File: config.mk
export PLATFORM = sky130hd
export DESIGN_NAME = truetype_contour_to_quad_curves
export DESIGN_NICKNAME = d
export VERILOG_FILES = /design/src/rtl/core/ttcq_pkg.sv /design/src/rtl/core/truetype_contour_to_quad_curves.sv
export SDC_FILE = /design/constraint.sdc
export NUM_CORES = 2
export LEC_CHECK = 0
export ABC_AREA = 0
export BUFFER_PORTS_ARGS = -buffer_cell sky130_fd_sc_hd__buf_2
export CAP_MARGIN = 10
export CORE_MARGIN = 2
export CORE_UTILIZATION = 35
export CTS_CLUSTER_SIZE = 28
export DETAILED_ROUTE_END_ITERATION = 8
export PLACE_DENSITY = 0.57
export SLEW_MARGIN = 30
export SYNTH_ARGS = -nofsm -noshare
export SYNTH_HDL_FRONTEND = slang
export SYNTH_SLANG_ARGS = --single-unit
File: constraint.sdc
create_clock -name clk -period 17.45 [get_ports clk]
set_clock_uncertainty 0.1 [all_clocks]
set_input_delay 4.3625 -clock clk [delete_from_list [all_inputs] [get_ports clk]]
set_output_delay 4.3625 -clock clk [all_outputs]
set_load 0.1 [all_outputs]
File: src/rtl/core/ttcq_pkg.sv
`timescale 1ns / 1ps
// ----------------------------------------------------------------------------
// ttcq_pkg
// shared types and constants for the glyph outline to quadratic curve block
// ----------------------------------------------------------------------------
package ttcq_pkg;

  localparam int COORD_W  = 16;
  localparam int HALF_W   = 17;
  localparam int QUEUE_D  = 3;

  // flag byte bit positions
  localparam int FLAG_ON_CURVE_BIT = 0;
  localparam int FLAG_SHORT_X_BIT  = 1;
  localparam int FLAG_SHORT_Y_BIT  = 2;
  localparam int FLAG_SAME_X_BIT   = 4;
  localparam int FLAG_SAME_Y_BIT   = 5;

  // contour phase codes
  localparam logic [1:0] PH_IDLE  = 2'd0;
  localparam logic [1:0] PH_START = 2'd1;
  localparam logic [1:0] PH_PIVOT = 2'd2;

  typedef struct packed {
    logic [HALF_W-1:0] start_x;
    logic [HALF_W-1:0] start_y;
    logic [HALF_W-1:0] ctrl_x;
    logic [HALF_W-1:0] ctrl_y;
    logic [HALF_W-1:0] end_x;
    logic [HALF_W-1:0] end_y;
    logic              closing;
    logic              last;
  } curve_t;

  typedef struct packed {
    logic [1:0]         phase;
    logic [HALF_W-1:0]  qs_x;
    logic [HALF_W-1:0]  qs_y;
    logic [COORD_W-1:0] piv_x;
    logic [COORD_W-1:0] piv_y;
    logic [COORD_W-1:0] first_x;
    logic [COORD_W-1:0] first_y;
  } outline_st_t;

  typedef struct packed {
    outline_st_t st;
    logic        emit;
    curve_t      curve;
  } feed_res_t;

endpackage

File: src/rtl/core/truetype_contour_to_quad_curves.sv
`timescale 1ns / 1ps
// ----------------------------------------------------------------------------
// truetype_contour_to_quad_curves
// turns decoded glyph outline points into quadratic curves in half units
// ----------------------------------------------------------------------------
//
// channel | dir | payload                                   | marks
// --------+-----+-------------------------------------------+-----------------------
// in_     | in  | point_flags, x_data, y_data (40 bits)     | tuser glyph_start,
//         |     |                                           | tlast contour_end
// out_    | out | start/ctrl/end x,y, 17-bit signed (104 b) | tuser closing_curve,
//         |     |                                           | tlast last_of_item
//
// - a point is held in an input register, decoded and turned into its curves
//   combinationally, and the curves go into a three-deep result queue
// - a result passes the input register and then the result queue; while the output
//   is ready, a point that makes at most one curve can follow every cycle, and a
//   closing point with two curves holds up the next point, set by the one-wide output port
// - the input side keeps accepting while up to one result waits in the queue
// - rst_n is synchronous: phase, coordinates and queue fill go to zero
module truetype_contour_to_quad_curves (
  input  logic         clk,
  input  logic         rst_n,
  input  logic         in_tvalid,
  output logic         in_tready,
  input  logic [39:0]  in_tdata,   // point_flags[7:0], x_data[23:8], y_data[39:24]
  input  logic         in_tuser,   // glyph_start
  input  logic         in_tlast,   // contour_end
  output logic         out_tvalid,
  input  logic         out_tready,
  output logic [103:0] out_tdata,  // start_x, start_y, ctrl_x, ctrl_y, end_x, end_y, pad
  output logic         out_tuser,  // closing_curve
  output logic         out_tlast   // last_of_item
);

  localparam int CW = ttcq_pkg::COORD_W;
  localparam int HW = ttcq_pkg::HALF_W;
  localparam int QD = ttcq_pkg::QUEUE_D;

  // input register
  logic          stv_r;
  logic [7:0]    st_flags_r;
  logic [CW-1:0] st_xd_r;
  logic [CW-1:0] st_yd_r;
  logic          st_gs_r;
  logic          st_ce_r;

  // outline state
  ttcq_pkg::outline_st_t ost_r, ost_nxt;
  logic [CW-1:0] prev_x_r, prev_x_nxt;
  logic [CW-1:0] prev_y_r, prev_y_nxt;

  // result queue, head at entry 0
  ttcq_pkg::curve_t q_r [QD];
  ttcq_pkg::curve_t q_nxt [QD];
  logic [1:0]    cnt_r, cnt_nxt;

  logic          in_acc;
  logic          take;
  logic          pop;
  logic [1:0]    base;
  logic [1:0]    n_res;
  ttcq_pkg::curve_t r0, r1;
  ttcq_pkg::outline_st_t s0;
  ttcq_pkg::feed_res_t f1, f2;
  logic [CW-1:0] px0, py0, nx, ny;

  // coordinate update: short byte with sign, long delta, or repeat
  function automatic logic [CW-1:0] next_coord(input logic is_short, input logic same,
                                               input logic [CW-1:0] prev,
                                               input logic [CW-1:0] data);
    logic [CW-1:0] b;
    b = {{(CW-8){1'b0}}, data[7:0]};
    if (is_short) begin
      next_coord = same ? prev + b : prev - b;
    end else begin
      next_coord = same ? prev : prev + data;
    end
  endfunction

  // one point into the curve builder
  function automatic ttcq_pkg::feed_res_t feed(input ttcq_pkg::outline_st_t s,
                                               input logic [CW-1:0] x,
                                               input logic [CW-1:0] y,
                                               input logic on, input logic closing);
    ttcq_pkg::feed_res_t r;
    logic [HW-1:0] hx, hy, ix, iy, px2, py2;
    logic [HW:0]   sumx, sumy;
    hx   = {x, 1'b0};
    hy   = {y, 1'b0};
    px2  = {s.piv_x, 1'b0};
    py2  = {s.piv_y, 1'b0};
    ix   = {s.piv_x[CW-1], s.piv_x} + {x[CW-1], x};
    iy   = {s.piv_y[CW-1], s.piv_y} + {y[CW-1], y};
    sumx = {s.qs_x[HW-1], s.qs_x} + {hx[HW-1], hx};
    sumy = {s.qs_y[HW-1], s.qs_y} + {hy[HW-1], hy};
    r = '0;
    r.st            = s;
    r.curve.start_x = s.qs_x;
    r.curve.start_y = s.qs_y;
    r.curve.ctrl_x  = px2;
    r.curve.ctrl_y  = py2;
    r.curve.end_x   = hx;
    r.curve.end_y   = hy;
    r.curve.closing = closing;
    r.curve.last    = 1'b0;
    case (s.phase)
      ttcq_pkg::PH_START: begin
        if (on) begin
          // line as a curve: control at the midpoint, start is always even here
          r.emit         = 1'b1;
          r.curve.ctrl_x = sumx[HW:1];
          r.curve.ctrl_y = sumy[HW:1];
          r.st.qs_x      = hx;
          r.st.qs_y      = hy;
        end else begin
          r.st.piv_x = x;
          r.st.piv_y = y;
          r.st.phase = ttcq_pkg::PH_PIVOT;
        end
      end
      ttcq_pkg::PH_PIVOT: begin
        r.emit = 1'b1;
        if (on) begin
          r.st.qs_x  = hx;
          r.st.qs_y  = hy;
          r.st.phase = ttcq_pkg::PH_START;
        end else begin
          // two off-curve points in a row: implied on-curve midpoint
          r.curve.end_x = ix;
          r.curve.end_y = iy;
          r.st.qs_x     = ix;
          r.st.qs_y     = iy;
          r.st.piv_x    = x;
          r.st.piv_y    = y;
        end
      end
      default: begin
        // contour start, an off-curve first point counts as on-curve
        r.st.qs_x    = hx;
        r.st.qs_y    = hy;
        r.st.first_x = x;
        r.st.first_y = y;
        r.st.phase   = ttcq_pkg::PH_START;
      end
    endcase
    feed = r;
  endfunction

  assign in_acc    = in_tvalid && in_tready;
  assign take      = stv_r && (cnt_r <= 2'd1);
  assign in_tready = !stv_r || take;
  assign pop       = out_tvalid && out_tready;

  // decode and curve building for the held point
  always_comb begin
    s0  = ost_r;
    px0 = prev_x_r;
    py0 = prev_y_r;
    if (s0.phase != ttcq_pkg::PH_START && s0.phase != ttcq_pkg::PH_PIVOT) begin
      s0.phase = ttcq_pkg::PH_IDLE;
    end
    if (st_gs_r) begin
      // glyph start drops any open contour
      px0      = '0;
      py0      = '0;
      s0.phase = ttcq_pkg::PH_IDLE;
    end
    nx = next_coord(st_flags_r[ttcq_pkg::FLAG_SHORT_X_BIT],
                    st_flags_r[ttcq_pkg::FLAG_SAME_X_BIT], px0, st_xd_r);
    ny = next_coord(st_flags_r[ttcq_pkg::FLAG_SHORT_Y_BIT],
                    st_flags_r[ttcq_pkg::FLAG_SAME_Y_BIT], py0, st_yd_r);
    f1 = feed(s0, nx, ny, st_flags_r[ttcq_pkg::FLAG_ON_CURVE_BIT], 1'b0);
    // closing curve back to the first point
    f2 = feed(f1.st, f1.st.first_x, f1.st.first_y, 1'b1, 1'b1);

    ost_nxt    = ost_r;
    prev_x_nxt = prev_x_r;
    prev_y_nxt = prev_y_r;
    if (take) begin
      prev_x_nxt = nx;
      prev_y_nxt = ny;
      if (st_ce_r) begin
        ost_nxt       = f2.st;
        ost_nxt.phase = ttcq_pkg::PH_IDLE;
      end else begin
        ost_nxt = f1.st;
      end
    end

    // pack the results of this point, first curve first
    if (f1.emit) begin
      r0    = f1.curve;
      r1    = f2.curve;
      n_res = (st_ce_r && f2.emit) ? 2'd2 : 2'd1;
    end else begin
      r0    = f2.curve;
      r1    = f2.curve;
      n_res = (st_ce_r && f2.emit) ? 2'd1 : 2'd0;
    end
    if (n_res == 2'd2) begin
      r1.last = 1'b1;
    end else begin
      r0.last = 1'b1;
    end
  end

  // result queue: shift on pop, append behind the remaining entries
  always_comb begin
    base = cnt_r - {1'b0, pop};
    for (int i = 0; i < QD; i++) begin
      if (pop && i < QD - 1) begin
        q_nxt[i] = q_r[i + 1];
      end else begin
        q_nxt[i] = q_r[i];
      end
      if (take && n_res != 2'd0 && 2'(i) == base) begin
        q_nxt[i] = r0;
      end
      if (take && n_res == 2'd2 && 2'(i) == base + 2'd1) begin
        q_nxt[i] = r1;
      end
    end
    cnt_nxt = cnt_r - {1'b0, pop} + (take ? n_res : 2'd0);
  end

  always_ff @(posedge clk) begin
    if (!rst_n) begin
      stv_r    <= 1'b0;
      cnt_r    <= '0;
      ost_r    <= '0;
      prev_x_r <= '0;
      prev_y_r <= '0;
    end else begin
      if (in_acc) begin
        stv_r <= 1'b1;
      end else if (take) begin
        stv_r <= 1'b0;
      end
      cnt_r    <= cnt_nxt;
      ost_r    <= ost_nxt;
      prev_x_r <= prev_x_nxt;
      prev_y_r <= prev_y_nxt;
    end
  end

  // payload registers
  always_ff @(posedge clk) begin
    if (in_acc) begin
      st_flags_r <= in_tdata[7:0];
      st_xd_r    <= in_tdata[23:8];
      st_yd_r    <= in_tdata[39:24];
      st_gs_r    <= in_tuser;
      st_ce_r    <= in_tlast;
    end
    for (int i = 0; i < QD; i++) begin
      q_r[i] <= q_nxt[i];
    end
  end

  assign out_tvalid = (cnt_r != 2'd0);
  assign out_tdata  = {2'b00, q_r[0].end_y, q_r[0].end_x, q_r[0].ctrl_y,
                       q_r[0].ctrl_x, q_r[0].start_y, q_r[0].start_x};
  assign out_tuser  = q_r[0].closing;
  assign out_tlast  = q_r[0].last;

  // unused phase code never held
  a_phase_legal: assert property (@(posedge clk) disable iff (!rst_n)
    ost_r.phase != 2'd3)
    else $error("phase register holds unused code");

  // a closing curve is always the final curve of its point
  a_close_last: assert property (@(posedge clk) disable iff (!rst_n)
    out_tvalid && out_tuser |-> out_tlast)
    else $error("closing curve not marked last");

  // contour end leaves the builder awaiting a new contour
  a_end_idle: assert property (@(posedge clk) disable iff (!rst_n)
    take && st_ce_r |=> ost_r.phase == ttcq_pkg::PH_IDLE)
    else $error("phase not cleared after contour end");

  // queue fill only moves on a push or a pop
  a_cnt_hold: assert property (@(posedge clk) disable iff (!rst_n)
    !take && !pop |=> $stable(cnt_r))
    else $error("queue count changed without transaction");

  // queue never overfills
  a_cnt_max: assert property (@(posedge clk) disable iff (!rst_n)
    take |-> cnt_r <= 2'd1)
    else $error("point taken without room for two curves");

endmodule
==> results.toml, run 1 <==
[run_status]
status = "finished clean"

[pwr]
power_density_nw_per_um2 = 129.8
peakVddDrop_v = 0.00008903
cellLeakagePower_nw = 13.69

[worst_setup_path]
crit_required_ns = 17.66
path_common_cell = "a21oi_1"
r2r-end = "q_r[0][50]$_DFFE_PP_"
r2r_slack_ns = 8.86
critPathMaxFanout = 34
worstSetupPathType = "reg2reg"
start_kind = "flip-flop"
critPathCaptureType = "flip-flop"
critPathCapture = "q_r[0][50]$_DFFE_PP_"
critPathMaxStageDelay_ns = 0.82
cp_data_arrival_time_ns = 8.80
r2r_cells = 28
slowest_stage = "a2bb2oi_1"
crit_path_start = "st_gs_r$_DFFE_PP_"
r2r_start = "st_gs_r$_DFFE_PP_"

[clocking]
clock-sinks = 486
cts.repair.resized = 0
ctsHoldBuffers = 0
tritoncts = "done"
cts_max_level = 2
clockRootBuffer = "clkbuf_16"
clockBufferDepth = 3
post-cts-setup-buffers = 0
numCtsBuffers = 59
clkLatencyLatePin_ns = 0.71
clk_pin_slew_ns = 0.06

[global_route]
grt_overflow = 0
grt_use_total_pct = 25.73
grt_pass1_vias = 27227
antenna_found_initial = 4
grt_max_degree = 68
grt_pass1_wl_um = 180400

[synthesis]
syn_inst = 3582
synth_seq_cells = 486
yosysWarnings = 0
synth_edf_count = 342
synth-async-reset-ratio_pct = 0
ys_seq_area_share_pct = 41.07
synth_flop_cell = "edfxtp_1"
synth.avg_cell_area_sq_um = 8.941
syn_area_sq_um = 32030
synth_cell_types = 92

[sta]
relSlewSlack_pct = 29.01
rsz0062_at_grt = "false"
slew_violations = 0
setup_viol = 0
timing.fmax_mhz = 116.5
finalCritPeriodShare_pct = 49.21
hold_viol_final = 0
final.setup.tns_ns = 0
layout_min_cycle_time_ns = 8.587
worst_slew_pin_slew_ns = 1.065
finalWorstSetupSlack_ns = 8.863

[route]
wirelength_um = 124200
drtIter0Drc = 3557
dr.pass1.iters = 6
drtAntennaViolNets = 0
vias_per_cell = 6.040
drc = 0
vias = 28913
wl_per_cell_um = 25.95

[final_layout]
fill_cells = 9105
nNetsFinal = 3791
drive_gt1_share_pct = 11.95
multi_input_comb_area_sq_um = 16960
area_delta_synth_final_pct = 10.82
regArea_sq_um = 13150

[floorplan]
fp.dieW_um = 306.5
start_util_pct = 35.47
pin_count = 154
dieArea_sq_um = 93940
die_y_um = 306.5
core_area_sq_um = 90290
rows = 110

[place]
post-dp-hpwl_um = 86920
place_congestion = 0.9852
port_buffers = 148
preCtsSetupSlack_ns = 8.889

[min_path]
hold_path.class = "reg2reg"
hold_start = "prev_y_r[8]$_SDFFE_PN0P_"

[run]
cap_viol_max_count = 0
state kept, by name (all words and copies together) (netlist names), 2 cells and up:
name,flops
q_r,312
ost_r,66
f1,34
prev_x_r,16
prev_y_r,16
st_xd_r,16
st_yd_r,16
st_flags_r,5
cnt_r,2
stage by stage:
step	area (sq um)	instances	util, %	hold WS (ns)	power (mW)
3_5_place_dp	33490	4673	37.09	0.3450	3.324
2_1_floorplan	32030	3583	-	0.3318	2.858
6_report	35490	4787	39.31	0.3515	4.606
5_1_grt	35490	4785	39.30	0.3692	4.797
4_1_cts	35480	4784	39.30	0.3525	4.607
3_3_place_gp	33470	4672	37.07	0.3369	3.314
logic make-up after synthesis:
kind of cell,synth area share (%)
flip-flops,41.07
buffers and inverters,6.509
other,0.01171
adder cells (fa/ha/maj),7.540
AND/OR/NAND/NOR,13.17
XOR/XNOR,3.301
multiplexers,1.719
AO/OA/AOI/OAI,26.68
layer usage:
layer | global-route usage, % | wire, um
met1 | 35.14 | 52330
met5 | 0 | 13
met3 | 4.280 | 11310
met4 | 14.18 | 7383
met2 | 38.72 | 53200
synthesized netlist by cell type, types with 11 or more instances:
cell / n / area share, %
and3_1: 17 / 0.33
nand2_1: 412 / 4.8
a22o_1: 20 / 0.55
o21bai_1: 16 / 0.38
a21o_1: 54 / 1.3
and2_1: 15 / 0.29
a21oi_1: 310 / 4.8
buf_1: 19 / 0.22
mux2_2: 16 / 0.56
a32o_1: 11 / 0.34
a22oi_1: 91 / 2.1
nor2b_1: 47 / 0.92
buf_4: 104 / 2.4
a211oi_1: 106 / 2.5
edfxtp_1: 342 / 32
a31oi_1: 31 / 0.61
clkbuf_1: 200 / 2.3
o22ai_1: 107 / 2.1
nor3_1: 46 / 0.72
xor2_1: 48 / 1.3
o221ai_1: 46 / 1.3
o211ai_1: 44 / 1.0
a31o_2: 14 / 0.38
o21a_1: 34 / 0.80
mux2i_1: 37 / 1.2
inv_1: 120 / 1.4
nand3_1: 47 / 0.73
xnor2_1: 69 / 1.9
nor2_1: 303 / 3.6
nand2b_1: 24 / 0.47
ha_1: 177 / 6.9
or3_1: 15 / 0.29
dfxtp_1: 144 / 9.0
o21ai_0: 303 / 4.7
how the worst min path moves through the flow:
stage               cells after the start                   endpoint  slack, ns
floorplan                               2  prev_x_r[11]$_SDFFE_PN0P_       0.33
global placement                        2   prev_y_r[9]$_SDFFE_PN0P_       0.34
detailed placement                      2   prev_y_r[8]$_SDFFE_PN0P_       0.34
CTS                                     2   prev_y_r[8]$_SDFFE_PN0P_       0.35
global route                            2   prev_x_r[4]$_SDFFE_PN0P_       0.37
finish                                  2   prev_y_r[8]$_SDFFE_PN0P_       0.35
critical path, delay by kind of cell (launching register included):
family	cells	cell delay [ns]
AO/OA/AOI/OAI	15	4.12
multiplexers	1	0.66
AND/OR/NAND/NOR	2	0.28
adder cells (fa/ha/maj)	4	1.59
flip-flops	1	0.35
XOR/XNOR	2	0.24
buffers and inverters	4	0.86
layout by cell type (no fill, tap or decap), types with 16 or more instances in the layout:
cell	instances
edfxtp_1	342
nor2b_1	45
nor2_1	295
a21o_1	54
xnor2_1	69
inv_1	119
nand2_1	406
mux2i_1	36
o22ai_1	107
nor3_1	46
nand3_1	44
a31oi_1	31
a21oi_1	308
ha_1	175
o21ai_0	302
buf_4	92
and3_1	16
clkbuf_16	59
a22oi_1	91
o21bai_1	16
xor2_1	48
o221ai_1	46
o21a_1	34
a211oi_1	106
dfxtp_1	144
buf_2	149
mux2_2	16
o211ai_1	44
nand2b_1	23
a22o_1	20
power breakdown:
group,internal [mW],total (mW),switching (mW)
sequential,1.44,1.51,0.0781
combinational,0.466,1.82,1.35
clock,0.735,1.28,0.541
total,2.64,4.61,1.97
layout make-up:
cell class / instances / share of cell area, %
multi-input cells: 2647 / 47.79
flip-flops and latches: 486 / 37.06
clock buffers: 74 / 4.460
well taps: 1176 / 4.146
repair buffers: 241 / 4.047
inverters: 123 / 1.308
clock inverters: 37 / 1.167
diodes: 3 / 0.02115
Note: power is estimated with default switching activity, not from simulation.
==> inputs of run 2 (changes only) <==
--- a/config.mk
+++ b/config.mk
@@ -12,7 +12,7 @@
 export CORE_UTILIZATION = 35
 export CTS_CLUSTER_SIZE = 28
 export DETAILED_ROUTE_END_ITERATION = 8
-export PLACE_DENSITY = 0.57
+export PLACE_DENSITY = 0.59
 export SLEW_MARGIN = 30
 export SYNTH_ARGS = -nofsm -noshare
 export SYNTH_HDL_FRONTEND = slang
==> constraint.sdc (replaced) <==
create_clock -name clk -period 7.1 [get_ports clk]
set_clock_uncertainty 0.1 [all_clocks]
set_input_delay 1.775 -clock clk [delete_from_list [all_inputs] [get_ports clk]]
set_output_delay 1.775 -clock clk [all_outputs]
set_load 0.1 [all_outputs]
==> run 2 against run 1 <==
Combinational power grew to 2.7 times the previous value. Design area grew 5.1%. Sequential share of layout area fell by 1.8 points. Global-route usage grew 0.99 points. First-iteration DRC count shrank 0.90%. Utilization up 2.0 points. Cell count is 3.6% higher. Flip-flop and latch count did not move. Wire length grew 4.2%. Hold slack worse by 0.0014 ns. Via count grew 3.9%. Die area unchanged. Critical path type unchanged.
==> results.toml, run 2 (synthesis results as in run 1) <==
[run_status]
status = "finished clean"

[min_path]
hold_path.class = "reg2reg"
whs_path_depth = 2
whs_endpoint = "prev_y_r[4]$_SDFFE_PN0P_"
hold_start = "prev_y_r[4]$_SDFFE_PN0P_"

[route]
dr.pass1.iters = 6
vias = 30032
drc = 0
wl_per_cell_um = 26.10
wirelength_um = 129500
drtIter0Drc = 3525
drtAntennaViolNets = 0
vias_per_cell = 6.054

[clocking]
clk_pin_slew_ns = 0.06
cts_max_level = 2
clockRootBuffer = "clkbuf_16"
clkLatencyLatePin_ns = 0.69
tritoncts = "done"
numCtsBuffers = 59
clockBufferDepth = 3
clock-sinks = 486
ctsHoldBuffers = 0

[final_layout]
final_common_cell = "nand2_1"
top_register = "q_r"
drive_gt1_share_pct = 17.63
layout_common_cells = "406 x nand2_1, 342 x edfxtp_1, 298 x a21oi_1"
nNetsFinal = 3969
largest_register_ffs = 312
area_delta_synth_final_pct = 16.51

[global_route]
grt_pass1_wl_um = 187600
grt_use_total_pct = 26.72
grt_max_degree = 82
antenna_found_initial = 2
grt_pass1_vias = 27779
grt_overflow = 0

[floorplan]
dieArea_sq_um = 93940
core_area_sq_um = 90290
rows = 110
die_y_um = 306.5
fp.dieW_um = 306.5
pin_count = 154
start_util_pct = 35.47

[worst_setup_path]
start_kind = "flip-flop"
critPathMaxFanout = 4
slowest_stage = "edfxtp_1"
critPathCaptureType = "flip-flop"
r2r_cells = 34
worstSetupPathType = "reg2reg"
cp_data_arrival_time_ns = 7.17
r2r_slack_ns = 0.26
r2r-end = "q_r[0][69]$_DFFE_PP_"
crit_required_ns = 7.43
critPathMaxStageDelay_ns = 0.41
r2r_start = "st_xd_r[2]$_DFFE_PP_"

[pwr]
peakVddDrop_v = 0.0001847
cellLeakagePower_nw = 14.70
power_density_nw_per_um2 = 319.2

[sta]
finalCritPeriodShare_pct = 96.40
timing.fmax_mhz = 146.1
relSlewSlack_pct = 28.50
layout_min_cycle_time_ns = 6.845
finalWorstSetupSlack_ns = 0.2554
setup_viol = 0
worst_slew_pin_slew_ns = 1.061
slew_violations = 0
hold_viol_final = 0
hold_ws_ns = 0.3501

[place]
port_buffers = 148
post-dp-hpwl_um = 94610
place_congestion = 1.028
preCtsSetupSlack_ns = -0.05653

[run]
cap_viol_max_count = 0
-- run 2: cell types whose count changed in the layout (fill, tap and decap cells not counted), moves of 6 or more --
| cell | delta |
|---|---|
| buf_4 | +170 |
| o21ai_0 | -17 |
| o21ai_1 | +16 |
| ha_1 | -11 |
| a21oi_1 | -10 |
| a21oi_2 | +9 |
| a211oi_1 | -6 |
| a211oi_2 | +6 |
| clkinv_1 | -6 |
| ha_2 | +6 |
-- run 2: report_power, final --
part	switching (mW)	total (mW)	internal (mW)
clock	1.31	3.21	1.90
combinational	3.52	4.98	1.46
sequential	0.197	3.72	3.52
-- run 2: cell type report --
type                       instances  area [sq um]
timing repair buffer             419          2899
clock inverter                    32         387.9
fill                            9058         52970
inverter                         123         464.2
multi-input combinational       2647         17280
antenna                            2         5.005
clock buffer                      76          1653
sequential                       486         13150
tap                             1176          1471
-- run 2: worst max-delay path by stage --
| stage | startpoint | to | depth (start not counted) |
|---|---|---|---|
| final | st_xd_r[2]$_DFFE_PP_ | q_r[0][69]$_DFFE_PP_ | 34 |
| after CTS | st_xd_r[3]$_DFFE_PP_ | q_r[0][69]$_DFFE_PP_ | 35 |
| after global routing | st_xd_r[2]$_DFFE_PP_ | q_r[0][69]$_DFFE_PP_ | 35 |
| after global placement | st_gs_r$_DFFE_PP_ | q_r[0][66]$_DFFE_PP_ | 30 |
| after floorplan | st_gs_r$_DFFE_PP_ | q_r[0][0]$_DFFE_PP_ | 20 |
| after detailed placement | st_xd_r[0]$_DFFE_PP_ | q_r[0][66]$_DFFE_PP_ | 29 |
-- run 2: metrics by stage --
step	std cells	power [mW]	TNS (ns)	utilization, %	area (sq um)
3_5_place_dp	4831	8.578	-0.1622	38.50	34760
3_3_place_gp	4829	8.549	-0.1318	38.43	34690
5_1_grt	4960	12.36	-0.1617	41.32	37310
4_1_cts	4940	11.81	0	40.78	36820
6_report	4961	11.91	0	41.33	37310
2_1_floorplan	3583	7.025	0	-	32030
-- run 2: worst max-delay path: cells and delay by family, from the launching register on --
kind / cells / cell delay (ns)
AOI/OAI and AO/OA: 18 / 3.08
and+or+nand+nor: 6 / 1.12
adders and majority gates: 4 / 0.92
DFF: 1 / 0.41
buffers and inverters: 3 / 0.39
muxes: 1 / 0.29
xor gates and xnor gates: 2 / 0.26
-- run 2: per-layer routing --
metal	wire [um]	track usage [%]	share of wire (%)	up-vias
met2	55770	40.45	43	1638
met4	8101	14.43	6.3	2
met5	13	0	0.010	-
met1	53060	36.07	41	14526
met3	12530	5.010	9.7	306
li1	-	-	-	13560
-- run 2: timing repair --
item,4_1_cts,5_1_grt
buffers inserted,1,18
endpoints found under the setup margin,5,35
gates resized for setup,4,80
pin swaps,1,36
cloned,0,1
